[src/hw/rtl/dmcc_pkg.sv]
package dmcc_pkg;

	localparam int MAX_LINES_DEF  = 4096;
	localparam int MAX_PIXELS_DEF = 65536;

	// speed of light in m/s
	localparam logic [29:0] LIGHT_SPEED = 30'd299792458;

	// width used to clamp the line count against the depth
	localparam int CNT_W = 17;

	localparam int DIVIDEND_W = 64;
	localparam int DIVISOR_W  = 34;

	typedef enum logic [1:0] {
		REG_RADIAL_VELOCITY      = 2'd0,
		REG_BARYCENTRIC_VELOCITY = 2'd1,
		REG_MASK_LINES           = 2'd2
	} reg_index_t;

	typedef enum logic {
		OP_LOAD_LINE = 1'b0,
		OP_SAMPLE    = 1'b1
	} op_t;

	typedef struct packed {
		logic                  start;
		logic [DIVIDEND_W-1:0] dividend;
		logic [DIVISOR_W-1:0]  divisor;
	} div_req_t;

	typedef struct packed {
		logic                  done;
		logic [DIVIDEND_W-1:0] quotient;
	} div_rsp_t;

endpackage

[src/hw/rtl/dmcc_divider.sv]
// restoring divider, one quotient bit per cycle
module dmcc_divider (
	input  logic                clk,
	input  logic                arst_n,
	input  dmcc_pkg::div_req_t  req,
	output dmcc_pkg::div_rsp_t  rsp
);
	localparam int NW = dmcc_pkg::DIVIDEND_W;
	localparam int DW = dmcc_pkg::DIVISOR_W;
	localparam int CW = $clog2(NW + 1);

	logic [DW-1:0] rem_q;
	logic [NW-1:0] quo_q;
	logic [DW-1:0] div_q;
	logic [CW-1:0] cnt_q;
	logic          busy_q;
	logic          done_q;

	logic [DW:0] trial;
	logic        take;

	assign trial = {rem_q, quo_q[NW-1]};
	assign take  = trial >= {1'b0, div_q};

	always_ff @(posedge clk or negedge arst_n) begin
		if (!arst_n) begin
			rem_q  <= '0;
			quo_q  <= '0;
			div_q  <= '0;
			cnt_q  <= '0;
			busy_q <= 1'b0;
			done_q <= 1'b0;
		end else begin
			done_q <= 1'b0;
			if (req.start) begin
				rem_q  <= '0;
				quo_q  <= req.dividend;
				div_q  <= req.divisor;
				cnt_q  <= CW'(NW);
				busy_q <= 1'b1;
			end else if (busy_q) begin
				// remainder stays below the divisor, so its top bit is always clear
				rem_q <= take ? DW'(trial - {1'b0, div_q}) : trial[DW-1:0];
				quo_q <= {quo_q[NW-2:0], take};
				cnt_q <= cnt_q - 1'b1;
				if (cnt_q == CW'(1)) begin
					busy_q <= 1'b0;
					done_q <= 1'b1;
				end
			end
		end
	end

	assign rsp.done     = done_q;
	assign rsp.quotient = quo_q;

endmodule

[config.mk]
export PLATFORM = sky130hd
export DESIGN_NAME = dmcc_divider
export DESIGN_NICKNAME = d
export VERILOG_FILES = /design/src/hw/rtl/dmcc_pkg.sv /design/src/hw/rtl/dmcc_divider.sv
export SDC_FILE = /design/constraint.sdc
export NUM_CORES = 1
export LEC_CHECK = 0
export BUFFER_PORTS_ARGS = -buffer_cell sky130_fd_sc_hd__clkbuf_2
export CORE_MARGIN = 1
export CORE_UTILIZATION = 55
export CTS_CLUSTER_DIAMETER = 80
export DETAILED_ROUTE_END_ITERATION = 10
export PLACE_DENSITY = 0.8
export SLEW_MARGIN = 10
export SYNTH_ARGS = -nofsm -noshare
export SYNTH_HDL_FRONTEND = slang
export SYNTH_SLANG_ARGS = --single-unit
[constraint.sdc]
create_clock -name clk -period 3.1 [get_ports clk]
set_input_delay 0.31 -clock clk [delete_from_list [all_inputs] [get_ports clk]]
set_output_delay 0.31 -clock clk [all_outputs]
set_load 0.005 [all_outputs]
# Word level (Yosys, flattened, before mapping)
# Index checks and enable logic that the tools add are counted.
[totals]
ff_bits = 141
out_inout_bits = 65
word_cells = 24
in_bits = 101
[op_classes]
magnitude_cmp = 1
n_mux = 13
n_eq_ne = 1
n_reduce_logical = 1
addsub = 2
[op_table]
columns = ["op", "n"]
rows = [
  ["64-bit 2-to-1 mux", 2],
  ["34-bit 2-to-1 mux", 3],
  ["35-bit by 34-bit greater-or-equal comparator with 1-bit output", 1],
  ["34-bit subtractor", 1],
  ["7-bit 2-to-1 mux", 2],
  ["7-bit by 1-bit equality test with 1-bit output (second input constant)", 1],
  ["7-bit by 1-bit subtractor with 7-bit output (second input constant)", 1],
  ["1-bit 2-to-1 mux", 6],
  ["2-bit nonzero test", 1],
]

# Depth between registers and ports, before layout
# Gate-level depths: netlist of run 1.
[logic_depth]
ltp_word = 4
depth_mapped = 12
mapped_depth_nobuf = 12

# Worst setup path before layout of run 1
# Ideal clock, no wire load.
[synth_path]
path_kind = "flip-flop to flip-flop"
from = "reg quo_q[63]"
to = "reg rem_q[28]"
period_less_slack_ps = 2663
setup_ps = 77
arrival_ps = 2586
slack_ps = 437
n_path_buf = 0
path_stages_with_launch = 13
required_time_ps = 3023
cell_sequence = "dfrtp_1 -> inv_1 -> ha_1 -> inv_1 -> fa_1 -> a21oi_1 -> o211ai_1 -> a21oi_1 -> nor2_1 -> a211oi_1 -> o21ai_0 -> mux2_2 -> a21oi_1"
[synth_between]
elab_chain_len = 4
word_cells_on_any_way = 5
cone_classes = "add/sub (1); order compare (1); mux (3)"
[synth_rtl]
columns = ["element", "line_no", "rtl"]
rows = [
  ["from (decl)", "dmcc_divider.sv:13", "logic [NW-1:0] quo_q;"],
  ["from (signal assigned)", "dmcc_divider.sv:37", "quo_q <= req.dividend;"],
  ["from (signal assigned)", "dmcc_divider.sv:44", "quo_q <= {quo_q[NW-2:0], take};"],
  ["34-bit subtractor / 35-bit by 34-bit greater-or-equal comparator with 1-bit output (equally long branches)", "dmcc_divider.sv:43, dmcc_divider.sv:23", ""],
  ["34-bit 2-to-1 mux *", "dmcc_divider.sv:43", "rem_q <= take ? DW'(trial - {1'b0, div_q}) : trial[DW-1:0];"],
  ["34-bit 2-to-1 mux *", "dmcc_divider.sv:41", "end else if (busy_q) begin"],
  ["34-bit 2-to-1 mux *", "dmcc_divider.sv:35", "if (req.start) begin"],
  ["to (signal assigned)", "dmcc_divider.sv:43", ""],
  ["to (decl)", "dmcc_divider.sv:12", "logic [DW-1:0] rem_q;"],
]
# Mark *: on every way between the ends. The rest lies on a longest branch, timed or not. The select of a mux whose other input is x is not followed.
# A chain may end at the register's enable or synchronous reset.

# Worst setup path in the final report of run 1
# Same ends and word-level chain as after synthesis.

==> results.yml, run 1 <==
status:
  status: "finished, violations left"
  violations: "DRC"
global_routing:
  antenna_found_initial: 0
  grt_pass1_vias: 6919
  grt_overflow: 0
  track_usage_pct: 27.4
  grt_max_degree: 130
  grt_pass1_wl_microns: 34500
clocking:
  path_clk_slew_ps: 60
  cts_root_buf: "clkbuf_16"
  cts_tree: "done"
  cts_buffers: 17
  cts_buffer_depth: 2
  cts_setup_buffers: 0
  h-tree-depth: 4
  cts_sinks: 141
  clkLatencyLatePin_ps: 430
sta:
  period_needed_ps: 2920
  worst_slack_ps: 184
  setup_tns_ps: 0
  hold_viol_final: 0
  finalSetupViolCount: 0
  worst_clock_skew_ps: 10.3
  slew_viol_final: 0
  tightest_slew_ps: 804
  rsz0062_at_grt: "false"
  maxSlewHeadroom_pct: 46.4
  post-route-period-util_pct: 94.1
  maxClockFrequency_ghz: 0.343
min_path:
  holdPathStages: 3
  min_delay_worst_endpoint: "quo_q[13]"
  hold_path_startpoint: "req[47]"
  hp-class: "in -> reg"
logic_synthesis:
  syn-num-nets: 1067
  syn_area_per_cell_sq_um: 8.97
  yosys_most_used_dff: "dfrtp_1"
  ys_ff_latch: 141
  seq_area_frac_synth_pct: 42.3
  synth-edff-count: 0
  synth.cell_area_sq_mm: 0.00834
  synth.area.top_cells: "dfrtp_1, mux2i_1, o21ai_0"
  synth_top_area_share_pct: 42.3
  synth_most_common_cell: "dfrtp_1"
  yosys_warnings: 0
  ys_async_sr_fraction_pct: 100
  ys_top_cells_by_count: "dfrtp_1, nand2_1, o21ai_0"
  synth_top_area_cell: "dfrtp_1"
  synth.distinct_cells: 66
  synthCells: 929
detailed_routing:
  postRouteAntennaNets: 0
  drc: 2
  viasPerCell: 5.65
  drt_iter0_drc: 467
  wl_per_cell_microns: 16.1
  firstDrtPassIters: 9
  vias: 7172
  routed_wirelength_microns: 20400
final_layout:
  drive_gt1_share_pct: 21.6
  fin_cells: 1269
  area_delta_synth_final_pct: 19.2
  antenna_cells: 0
  nNetsFinal: 1210
power_and_ir_drop:
  p_leak_uw: 0.00527
  powerDensity_mw_per_mm2: 795
  ir_worst_vdd_v: 0.000630
  p_total_uw: 7900
placement:
  dp.cells: 1236
  gp_congestion: 0.934
  hpwl_microns: 14200
  io_buffers: 165
  dp_slack_ps: 168
setup_path:
  reg2regPathDepth: 13
  worstSetupPathType: "reg -> reg"
  crit_start: "quo_q[63]"
  worstSetupEndpointType: "flip-flop"
  worstReg2RegEnd: "rem_q[28]"
  path_max_fanout: 4
  critPathLaunchType: "flip-flop"
  critPathArrivalTime_ps: 3270
  critPathRequiredTime_ps: 3450
  rr_startpoint: "quo_q[63]"
  r2r_slack_ps: 180
floorplanning:
  coreArea_sq_mm: 0.0146
  die_area_sq_mm: 0.0157
  die_h_microns: 125
  rows: 44
  initial_core_util_pct: 56.9
  chipWidth_microns: 125
  ios: 166
job:
  cap_violations: 0
## through the flow
stage          cell area, sq um  util [%]  hold WS (ps)
5_1_grt                    9940      67.9          79.6
6_report                   9940      67.9          83.0
4_1_cts                    9920      67.7          77.8
3_3_place_gp               9320      63.7           425
3_5_place_dp               9320      63.7           432
2_1_floorplan              8340         -          14.4
## logic make-up (layout without fill, tap and decap cells)
| kind of cell | after synthesis | in the layout | synth area share [%] |
|---|---|---|---|
| AOI/OAI and AO/OA | 267 | 267 | 19.5 |
| and+or+nand+nor | 263 | 263 | 14.0 |
| DFF | 141 | 141 | 42.3 |
| buffers and inverters | 108 | 264 | 5.37 |
| muxes | 82 | 82 | 9.91 |
| adders and majority gates | 37 | 37 | 5.64 |
| xor gates and xnor gates | 31 | 31 | 3.26 |
## where the power goes
part | internal [uW] | switching, uW | leakage (uW)
sequential | 2170 | 274 | 0.00176
combinational | 1510 | 1910 | 0.00322
clock | 1160 | 877 | 0.000292
total | 4840 | 3060 | 0.00527
## area by class of cell
type | instances | area (sq um)
Tap cell | 184 | 230
Clock buffer | 18 | 439
Fill cell | 1221 | 4710
Timing Repair Buffer | 186 | 1040
Sequential cell | 141 | 3530
Multi-Input combinational cell | 680 | 4380
Clock inverter | 14 | 148
Inverter | 46 | 173
## how the worst max path moves through the flow
stage / cells after the start / slack [ps] / endpoint
after floorplan: 12 / 440 / rem_q[28]
after global placement: 12 / 300 / rem_q[32]
after detailed placement: 12 / 170 / rem_q[32]
after CTS: 13 / 140 / rem_q[28]
after global routing: 13 / 20 / rem_q[28]
final: 13 / 180 / rem_q[28]
## layer usage
layer	GRT usage (%)	vias up	part of all wire, %
li1	-	3570	-
met5	0	-	0
met4	6.96	0	1.3
met3	7.62	17	6.4
met1	35.3	3387	43
met2	45.5	198	49
## critical path: stages, from the launching register on
cell	delay (ps)
dfrtp_1	410
inv_1	80
ha_1	180
inv_1	60
fa_1	410
a21oi_2	220
o211ai_1	140
a21oi_1	210
nor2_1	130
a211oi_1	240
buf_4	190
o21ai_0	140
mux2_2	300
a21oi_1	140
## flip-flops by register name, summed over array words and instances, names as in the netlist
name,cells
rem_q,34
cnt_q,7
quo_q,64
div_q,34
busy_q,1
done_q,1
## placed cells by master (no fill, tap or decap), types with 8 or more instances in the layout
cell type  count
xnor2_1       22
nand4_1       11
and3_1         8
clkbuf_16     17
ha_1          36
o21bai_1       8
nor2_1        70
a21oi_1       54
nor3_1         9
nand2_1      124
dfrtp_1      140
clkbuf_2     163
a211oi_1      26
inv_1         46
xor2_1         9
o21ai_0      116
buf_4         17
nand3_1        8
mux2i_1       78
a21o_1        13
## timing repair
item,CTS,global route
gates resized for setup,0,4
hold buffers,1,0
endpoints found under the hold margin,76,0
setup endpoints to repair,0,6
Note: power is estimated with default switching activity, not from simulation.
==> run 2: changes to the inputs <==
ABC_AREA = 1   (was default)
PLACE_DENSITY = 0.79   (was 0.8)
==> results.yml, run 2 <==
status:
  status: "complete, no violations"
floorplanning:
  rows: 45
  coreArea_sq_mm: 0.0154
  ios: 166
  chipWidth_microns: 128
  die_area_sq_mm: 0.0165
  initial_core_util_pct: 57.0
  die_h_microns: 128
final_layout:
  final_cell_mix: "nand2_1, inv_1, clkbuf_2, dfrtp_1, nand3_1"
  final_util_pct: 67.4
  fill_cells: 1408
  largest_reg_flops: 64
  area_delta_synth_final_pct: 18.2
  nNetsFinal: 1529
  top_regs: "quo_q (64), div_q (34), rem_q (34)"
  antenna_cells: 0
  layout_commonest_cell: "nand2_1"
  drive_gt1_share_pct: 16.0
  top_register: "quo_q"
  fin_cells: 1615
detailed_routing:
  routed_wirelength_microns: 23400
  drc: 0
  wl_per_cell_microns: 14.5
  postRouteAntennaNets: 0
  viasPerCell: 5.23
  drt_iter0_drc: 572
  firstDrtPassIters: 6
  vias: 8441
power_and_ir_drop:
  p_leak_uw: 0.00584
  powerDensity_mw_per_mm2: 816
  ir_worst_vdd_v: 0.000474
  p_clk_share_pct: 25.2
  p_comb_share_pct: 45.6
  p_sw_share_pct: 41.8
  p_total_uw: 8490
  p_int_uw: 4940
  seq_power_share_pct: 29.2
  netSwitchingPower_uw: 3550
sta:
  hold_viol_final: 0
  slew_viol_final: 0
  rsz0062_at_grt: "false"
  period_needed_ps: 2540
  maxClockFrequency_ghz: 0.394
  setup_tns_ps: 0
  whs_ps: 80.6
  post-route-period-util_pct: 81.9
  maxSlewHeadroom_pct: 26.1
  tightest_slew_ps: 1110
  finalSetupViolCount: 0
  worst_clock_skew_ps: 16.0
logic_synthesis:
  synth.cell_area_sq_mm: 0.00880
  synthCells: 1243
  synth_top_area_cell: "dfrtp_1"
  ys_async_sr_fraction_pct: 100
  yosys_warnings: 0
  synth-edff-count: 0
  seq_area_frac_synth_pct: 40.1
  synth_most_common_cell: "nand2_1"
  ys_ff_latch: 141
  syn_area_per_cell_sq_um: 7.08
  syn-num-nets: 1381
  ys_top_cells_by_count: "nand2_1, inv_1, dfrtp_1"
  synth_top_area_share_pct: 40.1
  yosys_most_used_dff: "dfrtp_1"
  synth.area.top_cells: "dfrtp_1, nand2_1, inv_1"
  synth.distinct_cells: 36
placement:
  hpwl_microns: 17100
  io_buffers: 165
  dp.cells: 1582
  gp_congestion: 1.00
setup_path:
  critPathLaunchType: "flip-flop"
  worstSetupEndpointType: "flip-flop"
  worstSetupPathType: "reg -> reg"
  r2r_slack_ps: 560
  path_max_fanout: 20
  critPathArrivalTime_ps: 2810
  critPathRequiredTime_ps: 3370
global_routing:
  top_usage_layer: "met2"
  antenna_found_initial: 0
  grt_overflow: 0
  grt_max_degree: 82
  grt_pass1_vias: 8219
  met2_usage_pct: 50.6
  use_met1_pct: 36.6
  grtUsageMet3_pct: 7.15
  grt_pass1_wl_microns: 38800
  track_usage_pct: 30.0
clocking:
  cts_setup_buffers: 0
  cts_buffers: 17
  cts_buffer_depth: 2
  cts_resized: 0
  h-tree-depth: 4
  cts_tree: "done"
  path_clk_slew_ps: 70
  cts_sinks: 141
  cts_root_buf: "clkbuf_16"
  clkLatencyLatePin_ps: 440
min_path:
  hp-class: "in -> reg"
job:
  cap_violations: 0
run 2: final timing paths:
path	startpoint	endpoint	cells past startpoint
max	rem_q[17]	rem_q[1]	12
min	req[24]	div_q[24]	3
max reg2reg	rem_q[17]	rem_q[1]	12
min reg2reg	rem_q[21]	rem_q[21]	2
max in group asynchronous	arst_n	quo_q[31]	3
min in group asynchronous	arst_n	quo_q[39]	2
run 2: repair_timing:
item / CTS / global route
setup endpoints to repair: 0 / 0
endpoints found under the hold margin: 54 / 0
hold buffers: 1 / 0
run 2: stage by stage:
step | setup WS (ps) | area [sq um]
3_5_place_dp | 624 | 9770
3_3_place_gp | 688 | 9770
4_1_cts | 595 | 10400
5_1_grt | 349 | 10400
2_1_floorplan | 1120 | 8800
6_report | 560 | 10400
run 2: per-layer routing:
metal  up-vias  wire [microns]  part of all wire (%)
met5         -               0                     0
met3        63            1580                   6.7
met1      3880            9920                    42
met2       283           11100                    48
met4         0             769                   3.3
li1       4215               -                     -
run 2: area by class of cell:
| type | instances | area (sq um) | share of cell area, % |
|---|---|---|---|
| timing repair buffer | 174 | 917 | 8.82 |
| clock buffer | 21 | 460 | 4.43 |
| inverter | 225 | 845 | 8.12 |
| multi-input combinational | 832 | 4230 | 40.7 |
| sequential | 141 | 3530 | 33.9 |
| clock inverter | 11 | 156 | 1.50 |
| tap | 211 | 264 | 2.54 |
run 2: cell families (layout without fill, tap and decap cells):
logic type               Yosys count  in the layout  synth area share (%)
adder cells (fa/ha/maj)           37             37                  5.35
buffers and inverters            270            431                  12.0
XOR/XNOR                          17             17                  1.69
AND/OR/NAND/NOR                  617            617                  29.2
flip-flops                       141            141                  40.1
AO/OA/AOI/OAI                    161            161                  11.7
run 2: power by group through the flow:
stage                     logic [uW]  clock network (uW)  registers [uW]
after floorplan                 2920                   0            2440
after global placement          3770                   0            2490
after detailed placement        3820                   0            2490
after CTS                       3860                2160            2470
after global routing            4410                2240            2520
final                           3870                2140            2480
run 2: critical path: stages, from the launching register on:
cell     delay, ps
dfrtp_1        400
ha_1           380
nand2_1        180
inv_1           70
a21oi_2        180
nand2_1        110
a21oi_2        160
nand2_2         90
nand2_4        250
buf_4          280
nand3_1        100
nand3_1        100
o21ai_1         70
==> run 3: changes to the inputs <==
clock period = 2.4 ns   (was 3.1 ns; I/O delays follow)
==> results.yml, run 3 (synthesized netlist as in run 2, its figures left out) <==
final_layout:
  antenna_cells: 0
  largest_reg_flops: 64
  top_regs: "quo_q (64), div_q (34), rem_q (34)"
  layout_commonest_cell: "nand2_1"
  drive_gt1_share_pct: 18.2
  area_delta_synth_final_pct: 21.2
  top_register: "quo_q"
  nNetsFinal: 1541
  final_cell_mix: "nand2_1, inv_1, clkbuf_2, dfrtp_1, nand3_1"
placement:
  dp_slack_ps: -24.5
  gp_congestion: 0.970
  hpwl_microns: 18100
  io_buffers: 165
setup_path:
  cp_top_family: "simple AND/OR/NAND/NOR gates"
  worstPathCellList: "inv_2 > ha_1 > inv_1 > fa_2 > nand2_1 > nand2_1 > nand2_1 > nand2_2 > nand2_1 > nand2_2 > xnor2_1 > nand2_1 > nand3_1 > nand2_1"
  cpMostUsedCell: "nand2_1"
  cpPeakStageDelay_ps: 400
  path_max_fanout: 4
  critPathArrivalTime_ps: 2590
  critPathLaunchType: "flip-flop"
  worstSetupEndpointType: "flip-flop"
  cp_slowest_cell: "dfrtp_1"
  crit_buf_inv: 2
  reg2regPathDepth: 14
  worstSetupPathType: "reg -> reg"
  path_depth: 14
  critPathRequiredTime_ps: 2720
clocking:
  path_clk_slew_ps: 70
  cts_buffers: 17
  cts_root_buf: "clkbuf_16"
  clkLatencyLatePin_ps: 440
  cts_tree: "done"
  h-tree-depth: 4
  cts_sinks: 141
  cts_buffer_depth: 2
sta:
  worst_slack_ps: 127
  maxClockFrequency_ghz: 0.440
  post-route-period-util_pct: 94.7
  slew_viol_final: 0
  rsz0062_at_grt: "true"
  finalSetupViolCount: 0
  maxSlewHeadroom_pct: 42.3
  worst_clock_skew_ps: 12.3
  hold_viol_final: 0
  period_needed_ps: 2270
  whs_ps: 11.7
  tightest_slew_ps: 864
floorplanning:
  die_h_microns: 128
  rows: 45
  initial_core_util_pct: 57.0
  chipWidth_microns: 128
  die_area_sq_mm: 0.0165
  coreArea_sq_mm: 0.0154
  ios: 166
power_and_ir_drop:
  powerDensity_mw_per_mm2: 1070
  p_total_uw: 11400
  p_leak_uw: 0.00593
  ir_worst_vdd_v: 0.000774
detailed_routing:
  firstDrtPassIters: 5
  drt_iter0_drc: 527
  routed_wirelength_microns: 24500
  viasPerCell: 5.26
  postRouteAntennaNets: 0
  wl_per_cell_microns: 15.1
  vias: 8554
  drc: 0
global_routing:
  antenna_found_initial: 0
  grt_pass1_vias: 8131
  track_usage_pct: 31.3
  grt_pass1_wl_microns: 40000
  grt_max_degree: 83
  grt_overflow: 0
min_path:
  hp-class: "in -> reg"
  holdPathStages: 3
job:
  cap_violations: 0
status:
  status: "complete, no violations"
[run 3: cell type report]
type | count | area (sq um)
Clock buffer | 19 | 443
Clock inverter | 12 | 186
Fill cell | 1369 | 4760
Inverter | 225 | 845
Multi-Input combinational cell | 832 | 4340
Sequential cell | 141 | 3530
Tap cell | 211 | 264
Timing Repair Buffer | 186 | 1060
[run 3: report_power, final]
part           switching (uW)  internal (uW)  total [uW]
clock                    1090           1780        2870
combinational            3310           2020        5330
sequential                361           2860        3220
total                    4760           6660       11400
[run 3: stage by stage]
step	util, %	std cells	setup TNS (ps)	area, sq um
2_1_floorplan	-	1243	0	8800
3_3_place_gp	64.2	1593	-22.1	9900
3_5_place_dp	64.2	1593	-29.1	9900
4_1_cts	68.4	1625	0	10500
5_1_grt	69.2	1626	-24.9	10700
6_report	69.2	1626	0	10700
[run 3: final timing paths]
kind / from / endpoint / slack (ps)
max in group asynchronous: arst_n / cnt_q[1] / 1280
max reg2reg: quo_q[63] / rem_q[12] / 130
min in group asynchronous: arst_n / div_q[8] / 360
max: quo_q[63] / rem_q[12] / 130
min: req[17] / div_q[17] / 10
min reg2reg: rem_q[19] / rem_q[19] / 510
[run 3: tightest hold or removal path: stages]
cell	delay, ps
clkbuf_2	70
nand2_1	40
o21ai_0	60
[run 3: metal layers]
layer / vias up / global-route usage (%) / routed length (microns)
li1: 4243 / - / -
met1: 3981 / 39.4 / 10600
met2: 283 / 53.2 / 11900
met3: 47 / 6.99 / 1400
met4: 0 / 10.5 / 633
met5: - / 0 / 0
[run 3: timing repair]
item / CTS / global route
hold endpoints to repair: 62 / 0
endpoints found under the setup margin: 4 / 27
pin swaps: 0 / 1
hold buffers: 1 / 0
gates resized for setup: 1 / 23
setup buffers: 0 / 1
